===== src/source_blocklist_packet_filter_macros.svh =====
// Assertion macros for the source blocklist packet filter.
// Included by the top level; depends on nothing else.
`ifndef SOURCE_BLOCKLIST_PACKET_FILTER_MACROS_SVH
`define SOURCE_BLOCKLIST_PACKET_FILTER_MACROS_SVH

`ifndef NO_ASSERTIONS

// Check that is switched off while reset is high
`define SBF_ASSERT(name, clk, rst, prop) \
   name: assert property (@(posedge clk) disable iff (rst) prop) \
      else $error("sbf check failed");

// Check that also holds during reset
`define SBF_ASSERT_ALWAYS(name, clk, prop) \
   name: assert property (@(posedge clk) prop) \
      else $error("sbf check failed");

`else

`define SBF_ASSERT(name, clk, rst, prop)
`define SBF_ASSERT_ALWAYS(name, clk, prop)

`endif

`endif


===== src/sbf_pkg.sv =====
// Shared types and constants of the source blocklist packet filter.
// Used by sbf_cell and source_blocklist_packet_filter; depends on nothing.
package sbf_pkg;

   // Request kinds
   localparam logic [2:0] KIND_PACKET       = 3'd0;
   localparam logic [2:0] KIND_ADD_ADDR     = 3'd1;
   localparam logic [2:0] KIND_ADD_RANGE    = 3'd2;
   localparam logic [2:0] KIND_REMOVE_ADDR  = 3'd3;
   localparam logic [2:0] KIND_REMOVE_RANGE = 3'd4;
   localparam logic [2:0] KIND_CLEAR        = 3'd5;

   // Command status codes
   localparam logic [1:0] STATUS_PACKET    = 2'd0;
   localparam logic [1:0] STATUS_DONE      = 2'd1;
   localparam logic [1:0] STATUS_FULL      = 2'd2;
   localparam logic [1:0] STATUS_NOT_FOUND = 2'd3;

   // Ban reasons
   localparam logic [1:0] REASON_NONE = 2'd0;
   localparam logic [1:0] REASON_ADDR = 2'd1;
   localparam logic [1:0] REASON_PORT = 2'd2;

   // IP protocol numbers
   localparam logic [7:0] PROTO_TCP = 8'd6;
   localparam logic [7:0] PROTO_UDP = 8'd17;

   // Control register map
   localparam int unsigned CSR_INDEX_W = 2;
   localparam logic [CSR_INDEX_W-1:0] CSR_DEFENCE_ENABLE = 2'd0;
   localparam logic [CSR_INDEX_W-1:0] CSR_WATCHED_PORT   = 2'd1;

   typedef struct packed {
      logic [2:0]  kind;
      logic [31:0] src_ip;
      logic [7:0]  protocol;
      logic [15:0] src_port;
      logic [15:0] dst_port;
      logic        syn_flag;
      logic        ack_flag;
      logic [15:0] range_low;
      logic [15:0] range_high;
   } req_type;

   typedef struct packed {
      logic       verdict;
      logic [1:0] ban_reason;
      logic       flood_alert;
      logic       scan_alert;
      logic [1:0] cmd_status;
   } rsp_type;

   // Search token walking down the cell row
   typedef struct packed {
      logic active;     // token present at this position
      logic addr_hit;   // a live address entry equals src_ip
      logic port_hit;   // a live range holds src_port
      logic range_hit;  // a live range equals the given range exactly
   } tok_type;

   typedef enum logic [1:0] {
      ST_IDLE,
      ST_SWEEP,
      ST_FINISH
   } state_type;

endpackage


===== src/sbf_cell.sv =====
// One cell of the blocklist row: one address entry and one port range entry.
// Depends on sbf_pkg; instantiated by source_blocklist_packet_filter.
module sbf_cell #(
   parameter int INDEX = 0,
   parameter int CNT_W = 9
) (
   input  logic             clock,
   input  logic             reset,
   input  sbf_pkg::req_type query,
   input  logic [CNT_W-1:0] addr_count,
   input  logic [CNT_W-1:0] range_count,
   input  sbf_pkg::tok_type prev_tok,
   input  logic [31:0]      next_addr,
   input  logic [31:0]      next_range,
   output sbf_pkg::tok_type tok_out,
   output logic [31:0]      addr_out,
   output logic [31:0]      range_out
);
   import sbf_pkg::*;

   localparam logic [CNT_W-1:0] MY_INDEX = CNT_W'(INDEX);

   logic [31:0] addr_ff, addr_in;
   logic [31:0] range_ff, range_in;
   tok_type     tok_ff, tok_in;
   logic        addr_live, range_live;
   logic        addr_eq, range_eq, port_in_range;
   logic [31:0] range_word;

   // Entry compares against the held request
   always_comb begin
      range_word    = {query.range_high, query.range_low};
      addr_live     = MY_INDEX < addr_count;
      range_live    = MY_INDEX < range_count;
      addr_eq       = addr_live && (addr_ff == query.src_ip);
      range_eq      = range_live && (range_ff == range_word);
      port_in_range = range_live && (query.src_port >= range_ff[15:0]) &&
                      (query.src_port <= range_ff[31:16]);
   end

   // Token update and entry writes while the token sits here
   always_comb begin
      tok_in           = prev_tok;
      tok_in.addr_hit  = prev_tok.addr_hit | addr_eq;
      tok_in.port_hit  = prev_tok.port_hit | port_in_range;
      tok_in.range_hit = prev_tok.range_hit | range_eq;
      addr_in          = addr_ff;
      range_in         = range_ff;
      if (prev_tok.active) begin
         unique case (query.kind)
            KIND_ADD_ADDR: begin
               if (MY_INDEX == addr_count) addr_in = query.src_ip;
            end
            KIND_ADD_RANGE: begin
               if (MY_INDEX == range_count) range_in = range_word;
            end
            // at and after the first match, take the upper neighbor
            KIND_REMOVE_ADDR: begin
               if (tok_in.addr_hit) addr_in = next_addr;
            end
            KIND_REMOVE_RANGE: begin
               if (tok_in.range_hit) range_in = next_range;
            end
            default: begin
            end
         endcase
      end
   end

   always_ff @(posedge clock) begin
      addr_ff  <= addr_in;
      range_ff <= range_in;
      if (reset) begin
         tok_ff <= '0;
      end else begin
         tok_ff <= tok_in;
      end
   end

   assign tok_out   = tok_ff;
   assign addr_out  = addr_ff;
   assign range_out = range_ff;

endmodule


===== config.mk =====
export PLATFORM = sky130hd
export DESIGN_NAME = sbf_cell
export DESIGN_NICKNAME = d
export VERILOG_FILES = /design/src/source_blocklist_packet_filter_macros.svh /design/src/sbf_pkg.sv /design/src/sbf_cell.sv
export SDC_FILE = /design/constraint.sdc
export NUM_CORES = 1
export LEC_CHECK = 0
export BUFFER_PORTS_ARGS = -buffer_cell sky130_fd_sc_hd__buf_4
export CAP_MARGIN = 20
export CORE_AREA = 2 2 102 104
export DETAILED_ROUTE_END_ITERATION = 6
export DIE_AREA = 0 0 104 106
export PLACE_DENSITY = 0.84
export SLEW_MARGIN = 0
export SYNTH_ARGS = -nofsm -noshare
export SYNTH_HDL_FRONTEND = slang
export SYNTH_SLANG_ARGS = --single-unit

===== constraint.sdc =====
create_clock -name clock -period 5.9 [get_ports clock]
set_clock_uncertainty 0.1 [all_clocks]
set_input_delay 0.885 -clock clock [delete_from_list [all_inputs] [get_ports clock]]
set_output_delay 0.885 -clock clock [all_outputs]
set_load 0.01 [all_outputs]

==> results of run 1 <==
==> critical path, stage by stage <==
cell	delay [ps]
sky130_fd_sc_hd__buf_4	110
sky130_fd_sc_hd__xor2_1	150
sky130_fd_sc_hd__nor4_1	340
sky130_fd_sc_hd__nand4_1	190
sky130_fd_sc_hd__nor4_1	330
sky130_fd_sc_hd__a31oi_1	210
sky130_fd_sc_hd__a21oi_4	860
==> kinds of logic after synthesis <==
| group | after synthesis | share of synthesized area, % |
|---|---|---|
| compound gates | 33 | 4.80 |
| xor+xnor | 64 | 12.7 |
| fa+ha+maj | 32 | 9.09 |
| buf+inv | 39 | 3.49 |
| flops | 68 | 45.5 |
| mux | 64 | 16.4 |
| simple gates | 59 | 8.07 |
==> where the power goes <==
| part | switching [mW] | internal, mW |
|---|---|---|
| clock | 0.179 | 0.145 |
| sequential | 0.00960 | 0.544 |
| combinational | 0.0908 | 0.144 |
| total | 0.279 | 0.832 |
==> metrics by stage <==
stage / utilization, % / instances / cell area [µm²] / power [mW]
2_1_floorplan: - / 359 / 4400 / 0.657
3_3_place_gp: 63.8 / 729 / 6370 / 0.790
3_5_place_dp: 63.8 / 729 / 6370 / 0.799
4_1_cts: 65.2 / 743 / 6520 / 1.12
5_1_grt: 65.5 / 744 / 6550 / 1.15
6_report: 65.5 / 744 / 6550 / 1.11
==> how the worst max path moves through the flow <==
stage | startpoint | to | cells past startpoint
2_1_floorplan | query[15] | range_out[0] | 6
3_3_place_gp | query[15] | range_out[16] | 7
3_5_place_dp | query[3] | range_out[4] | 7
4_1_cts | query[3] | range_out[9] | 7
5_1_grt | query[85] | addr_out[24] | 7
6_report | query[85] | addr_out[2] | 7
==> layout make-up <==
class                      instances  area share [%]
tap                              136            2.60
clock buffer                      10            1.95
timing repair buffer             241            27.9
clock inverter                     4           0.287
inverter                          33            1.89
sequential                        68            30.6
multi-input combinational        252            34.8
==> placed cells by master (no fill, tap or decap), types with 11 or more instances in the layout <==
cell	instances
sky130_fd_sc_hd__nand2_1	13
sky130_fd_sc_hd__buf_4	240
sky130_fd_sc_hd__nor4_1	15
sky130_fd_sc_hd__inv_1	33
sky130_fd_sc_hd__a21oi_1	12
sky130_fd_sc_hd__xor2_1	56
sky130_fd_sc_hd__edfxtp_1	64
sky130_fd_sc_hd__ha_1	32
sky130_fd_sc_hd__mux2_1	11
sky130_fd_sc_hd__mux2_2	53
==> sequential cells by signal, indices dropped and copies added (netlist names) <==
| register | count |
|---|---|
| tok_out | 4 |
| addr_out | 32 |
| range_out | 32 |
==> metal layers <==
layer | global-route usage (%) | vias to the layer above
met2 | 43.5 | 185
met4 | 11.7 | 0
met3 | 7.36 | 31
met1 | 23.3 | 1748
li1 | - | 1804
met5 | 0 | -
==> metrics.md, run 1 <==
| Metric | Value |
|---|---|
| Detailed router's first-iteration violation count | 130 |
| Die Wd | 104 µm |
| Peak supply drop | 0.178 mV |
| Initial DRT Pass Iterations | 4 |
| Worst Setup Path Type | in2reg |
| Accumulated negative setup slack | 0 ps |
| Ports | 265 |
| Outcome | complete, no violations |
| Final-layout fill cell count | slightly above 800 |
| Number of different library cells in the post-synthesis netlist | 30 |
| Clock buffers created by TritonCTS | 9 |
| Kind of path behind the tightest hold check | in2reg |
| Sink count of the clock tree | 68 |
| Area of the placeable core | 10000 µm² |
| Final hold viol count | 0 |
| Total via count in the routed design | 3768 |
| Arr. time, crit path | 3090 ps |
| Largest net degree at the start of global routing | 33 |
| Number of cells traversed by the worst register-to-register path | 6 |
| Clk Latency, worst-skew pair | 340 ps |
| Port bufs | 238 |
| Multi-input combinational cell area | around 2300 µm² |
| Flop2flop setup slack | 2920 ps |
| Reg-to-reg critical path endpoint | addr_out[2] |
| Register area | roughly 2000 µm² |
| Wire per inst | 17.3 µm |
| Last weighted congestion value of the routability-driven placer | roughly 0.87 |
| Clock root buffer | sky130_fd_sc_hd__clkbuf_8 |
| Overflow left after global routing | 0 |
| DRC violations left | 0 |
| Data required time of the critical path | 5760 ps |
| Detailed-route wire length on metal 1 | about 4700 µm |
| Antenna diode count | 0 |
| Max cap viols | 0 |
| Antenna Nets Post-Route | 0 |
| Die height | 106 µm |
| Number of synthesized flops with an enable pin | 64 |
| Hold_sp | reset |
| Number of synthesized register bits | 68 |
| Post-CTS setup buffer count | 0 |
| Post-route setup slack | about 2700 ps |
| Final setup vio count | 0 |
| Routed length on met3 | ~1100 µm |
| Worst slew margin relative to its limit | 30.5% |
| Fraction of the cycle the final worst path needs | 54.8% |
| Achievable Freq | 0.310 GHz |
| Number of global-route vias before repair | around 4200 |
| Vias per std cell | 5.06 |
| Clock slew at the register clock pins of the worst setup and hold paths | 70 ps |
| Post-synthesis to final-layout area growth | 48.7% |
| Seq/Total Area, Yosys | 45.5% |
| Dominant register cell in the synthesized netlist | sky130_fd_sc_hd__edfxtp_1 |
| Post-route minimum period | between 3000 and 4000 ps |
| Synthesized instance count | between 300 and 400 |
| Critical path startpoint category | input pin |
| Top cell type's share of synthesized area | 43.6% |
| Starting utilization of the core area | 44.0% |
| Number of cells on the worst hold path | 2 |
| Number of max-slew violations in the final report | 0 |
| Critical path capture point type | flip-flop |
| Standard-cell rows | 37 |
| Power density over the cells | between 150 and 200 nW/µm² |
| Top routing layer used | met4 |
| GRT Overall Usage | 23.3% |
| Slew at the pin closest to its max-slew limit | 1040 ps |
| Full die area | around 11000 µm² |
| Cell with the most instances after synthesis | sky130_fd_sc_hd__edfxtp_1 |
| Largest cells by area after synthesis | sky130_fd_sc_hd__edfxtp_1 44%, sky130_fd_sc_hd__mux2_2 14%, sky130_fd_sc_hd__xor2_1 11%, sky130_fd_sc_hd__ha_1 9.1%, sky130_fd_sc_hd__inv_1 2.8% |
| Cell accounting for the most synthesized area | sky130_fd_sc_hd__edfxtp_1 |
| Pre-CTS worst setup slack | 2130 ps |
| Maximum fanout count along the critical path | 32 |
| Hold-critical path endpoint | tok_out[0] |
| CTS H-Tree Depth | 3 |
| PostCTS Resize Cnt | 0 |
| Final hold slack | between 600 and 700 ps |
| CTS tree | done |
| Layout cell share with drive strength beyond 1 | about half |
| Final routed wirelength across all metal layers | 12900 µm |
| Met2 routed WL | 6610 µm |
| Final nets | 834 |
| Total half-perimeter wirelength after legalization and detailed placement | 10500 µm |
| Net count after synthesis | about 600 |
| Antenna violations before repair | 0 |
| Wire length of the first global-routing pass | 19800 µm |
| Synthesized area | 4400 µm² |
| Synthesis Warnings | 0 |
| Most used standard cells in the synthesized netlist | 64 x sky130_fd_sc_hd__edfxtp_1, 56 x sky130_fd_sc_hd__xor2_1, 53 x sky130_fd_sc_hd__mux2_2 |
| Max Buffers Root-to-Sink | 2 |
| Number of buffers inserted by hold repair at cts | 0 |
| Unrepaired setup endpoints after global routing | false |
| Beginning of the worst register-to-register path | addr_out[11] |
| Total leakage power | 2.93 nW |
| Post-synth ARST share | 0% |
| Mean instance size in the synthesized netlist | 12.3 µm² |
Power figures use the tool's default switching activity.
==> run 2, diff against run 1 <==
- CORE_AREA: 2 2 102 104 -> default
- CORE_ASPECT_RATIO: default -> 1.2
- CORE_UTILIZATION: default -> 40
- DIE_AREA: 0 0 104 106 -> default
- PLACE_DENSITY: 0.84 -> 0.8
- clock period: 5.9 -> 2.7 ns (I/O delays scaled with it)
==> run 2 against run 1 <==
The flow now finishes with violations (DRC). Final area rose by 2.6%. First-iteration DRC count rose by 11%. Total power rose to 2.6 times the previous value. Highest routed layer unchanged.
==> metrics.md, run 2 (synthesis results as in run 1) <==
| Metric | Value |
|---|---|
| Wire length of the first global-routing pass | 19600 µm |
| Final hold slack | ~200 ps |
| CTS tree | done |
| Peak supply drop | 0.277 mV |
| Port bufs | 238 |
| Antenna Nets Post-Route | 0 |
| Critical path capture point type | flip-flop |
| Critical path startpoint category | flip-flop |
| Final nets | ~840 |
| Outcome | finished with violations |
| Starting utilization of the core area | 41.5% |
| Pre-CTS worst setup slack | 21.8 ps |
| Number of max-slew violations in the final report | 0 |
| Overflow left after global routing | 0 |
| Most common cell after layout, fill and taps aside | sky130_fd_sc_hd__buf_4 |
| Met3 layer usage reported by global route | between 7 and 8% |
| Beginning of the worst register-to-register path | range_out[14] |
| Overall Power | 2.87 mW |
| Number of buffers inserted by hold repair at cts | 0 |
| Final setup vio count | 0 |
| Beginning of the critical path | range_out[14] |
| PostCTS Resize Cnt | 0 |
| Post-route cell area | 6720 µm² |
| Max cap viols | 0 |
| Antenna violations before repair | 0 |
| Flop2flop setup slack | about 140 ps |
| Capture point of the worst path | range_out[11] |
| Total half-perimeter wirelength after legalization and detailed placement | 10800 µm |
| Arr. time, crit path | 2470 ps |
| Failing checks | DRC |
| Vias per std cell | between 5 and 6 |
| Standard-cell rows | 41 |
| Power density over the cells | between 400 and 500 nW/µm² |
| Max Buffers Root-to-Sink | 2 |
| Sink count of the clock tree | between 60 and 70 |
| Largest net degree at the start of global routing | 33 |
| Final routed wirelength across all metal layers | 13200 µm |
| CTS H-Tree Depth | 3 |
| Number of global-route vias before repair | about 4000 |
| Post-route setup slack | 144 ps |
| Full die area | 11400 µm² |
| Maximum fanout count along the critical path | 32 |
| Final hold viol count | 0 |
| Total leakage power | 3.01 nW |
| Unrepaired setup endpoints after global routing | false |
| Data required time of the critical path | 2610 ps |
| Top library cells by usage in the layout, fill and taps aside | 242 x sky130_fd_sc_hd__buf_4, 64 x sky130_fd_sc_hd__edfxtp_1, 56 x sky130_fd_sc_hd__xor2_1, 53 x sky130_fd_sc_hd__mux2_2, 33 x sky130_fd_sc_hd__inv_1 |
| Ports | 265 |
| Fraction of the cycle the final worst path needs | 94.7% |
| Area post-placement | about 6400 µm² |
| Area of the placeable core | 10600 µm² |
| Die Wd | 97.8 µm |
| Final-layout fill cell count | 832 |
| Slew at the pin closest to its max-slew limit | 438 ps |
| Achievable Freq | a little under 0.4 GHz |
| Reg-to-reg critical path endpoint | range_out[11] |
| Die height | 117 µm |
| Wire per inst | 17.7 µm |
| Accumulated negative setup slack | 0 ps |
| Kind of path behind the tightest hold check | in2reg |
| Post-CTS setup buffer count | 0 |
| Global-route met1 utilization | approximately 22% |
| Last weighted congestion value of the routability-driven placer | 0.834 |
| Global routing usage on met2 | 43.7% |
| Worst slew margin relative to its limit | a little over 70% |
| Post-route minimum period | between 2000 and 3000 ps |
| Initial DRT Pass Iterations | 6 |
| Placed cell count | ~730 |
| Util after Layout | 63.2% |
| Clock buffers created by TritonCTS | 9 |
| Number of cells traversed by the worst register-to-register path | 7 |
| Worst Setup Path Type | reg2reg |
| GRT Overall Usage | 22.5% |
| Clk Latency, worst-skew pair | 320 ps |
| Detailed router's first-iteration violation count | 144 |
| Antenna diode count | 0 |
| Number of cells in the finished layout apart from fillers | roughly 740 |
| Layer with the highest usage | met2 |
| Clock slew at the register clock pins of the worst setup and hold paths | 60 ps |
| Layout cell share with drive strength beyond 1 | between 50 and 60% |
| DRC violations left | 38 |
| Clock root buffer | sky130_fd_sc_hd__clkbuf_16 |
| Total via count in the routed design | 3815 |
| Post-synthesis to final-layout area growth | 52.5% |
## run 2: report_power, final
| part | total [mW] | internal [mW] | leakage [nW] | switching (mW) |
|---|---|---|---|---|
| registers | 1.21 | 1.19 | 0.612 | 0.0203 |
| logic | 0.522 | 0.318 | 2.26 | 0.204 |
| clock network | 1.13 | 0.707 | 0.134 | 0.428 |
## run 2: worst min path at each step
stage,startpoint,end,slack [ps],cells past startpoint
after global routing,reset,tok_out[2],190,2
after floorplan,reset,tok_out[0],380,1
after global placement,reset,tok_out[0],540,2
final,reset,tok_out[0],200,2
after CTS,reset,tok_out[0],180,2
after detailed placement,reset,tok_out[2],530,2
## run 2: routing by layer
layer  wire length [µm]  vias to the layer above
met2               6970                      190
met1               4660                     1792
met3               1190                       18
li1                   -                     1815
met4                342                        0
met5                  0                        -
## run 2: final cells by class
type / count / area (µm²) / area share (%)
Multi-Input combinational cell: 252 / 2280 / 33.9
Timing Repair Buffer: 245 / 1880 / 27.9
Inverter: 33 / 124 / 1.84
Clock inverter: 3 / 38.8 / 0.577
Tap cell: 129 / 161 / 2.40
Clock buffer: 12 / 236 / 3.52
Sequential cell: 68 / 2000 / 29.8
## run 2: worst max-delay path, stage by stage, from the launching register on
cell and delay, ps:
sky130_fd_sc_hd__edfxtp_1 450, sky130_fd_sc_hd__xor2_1 200, sky130_fd_sc_hd__nor4_1 380, sky130_fd_sc_hd__nand2_1 130
sky130_fd_sc_hd__o41ai_2 360, sky130_fd_sc_hd__nand3b_1 180, sky130_fd_sc_hd__a21oi_4 200, sky130_fd_sc_hd__buf_12 230
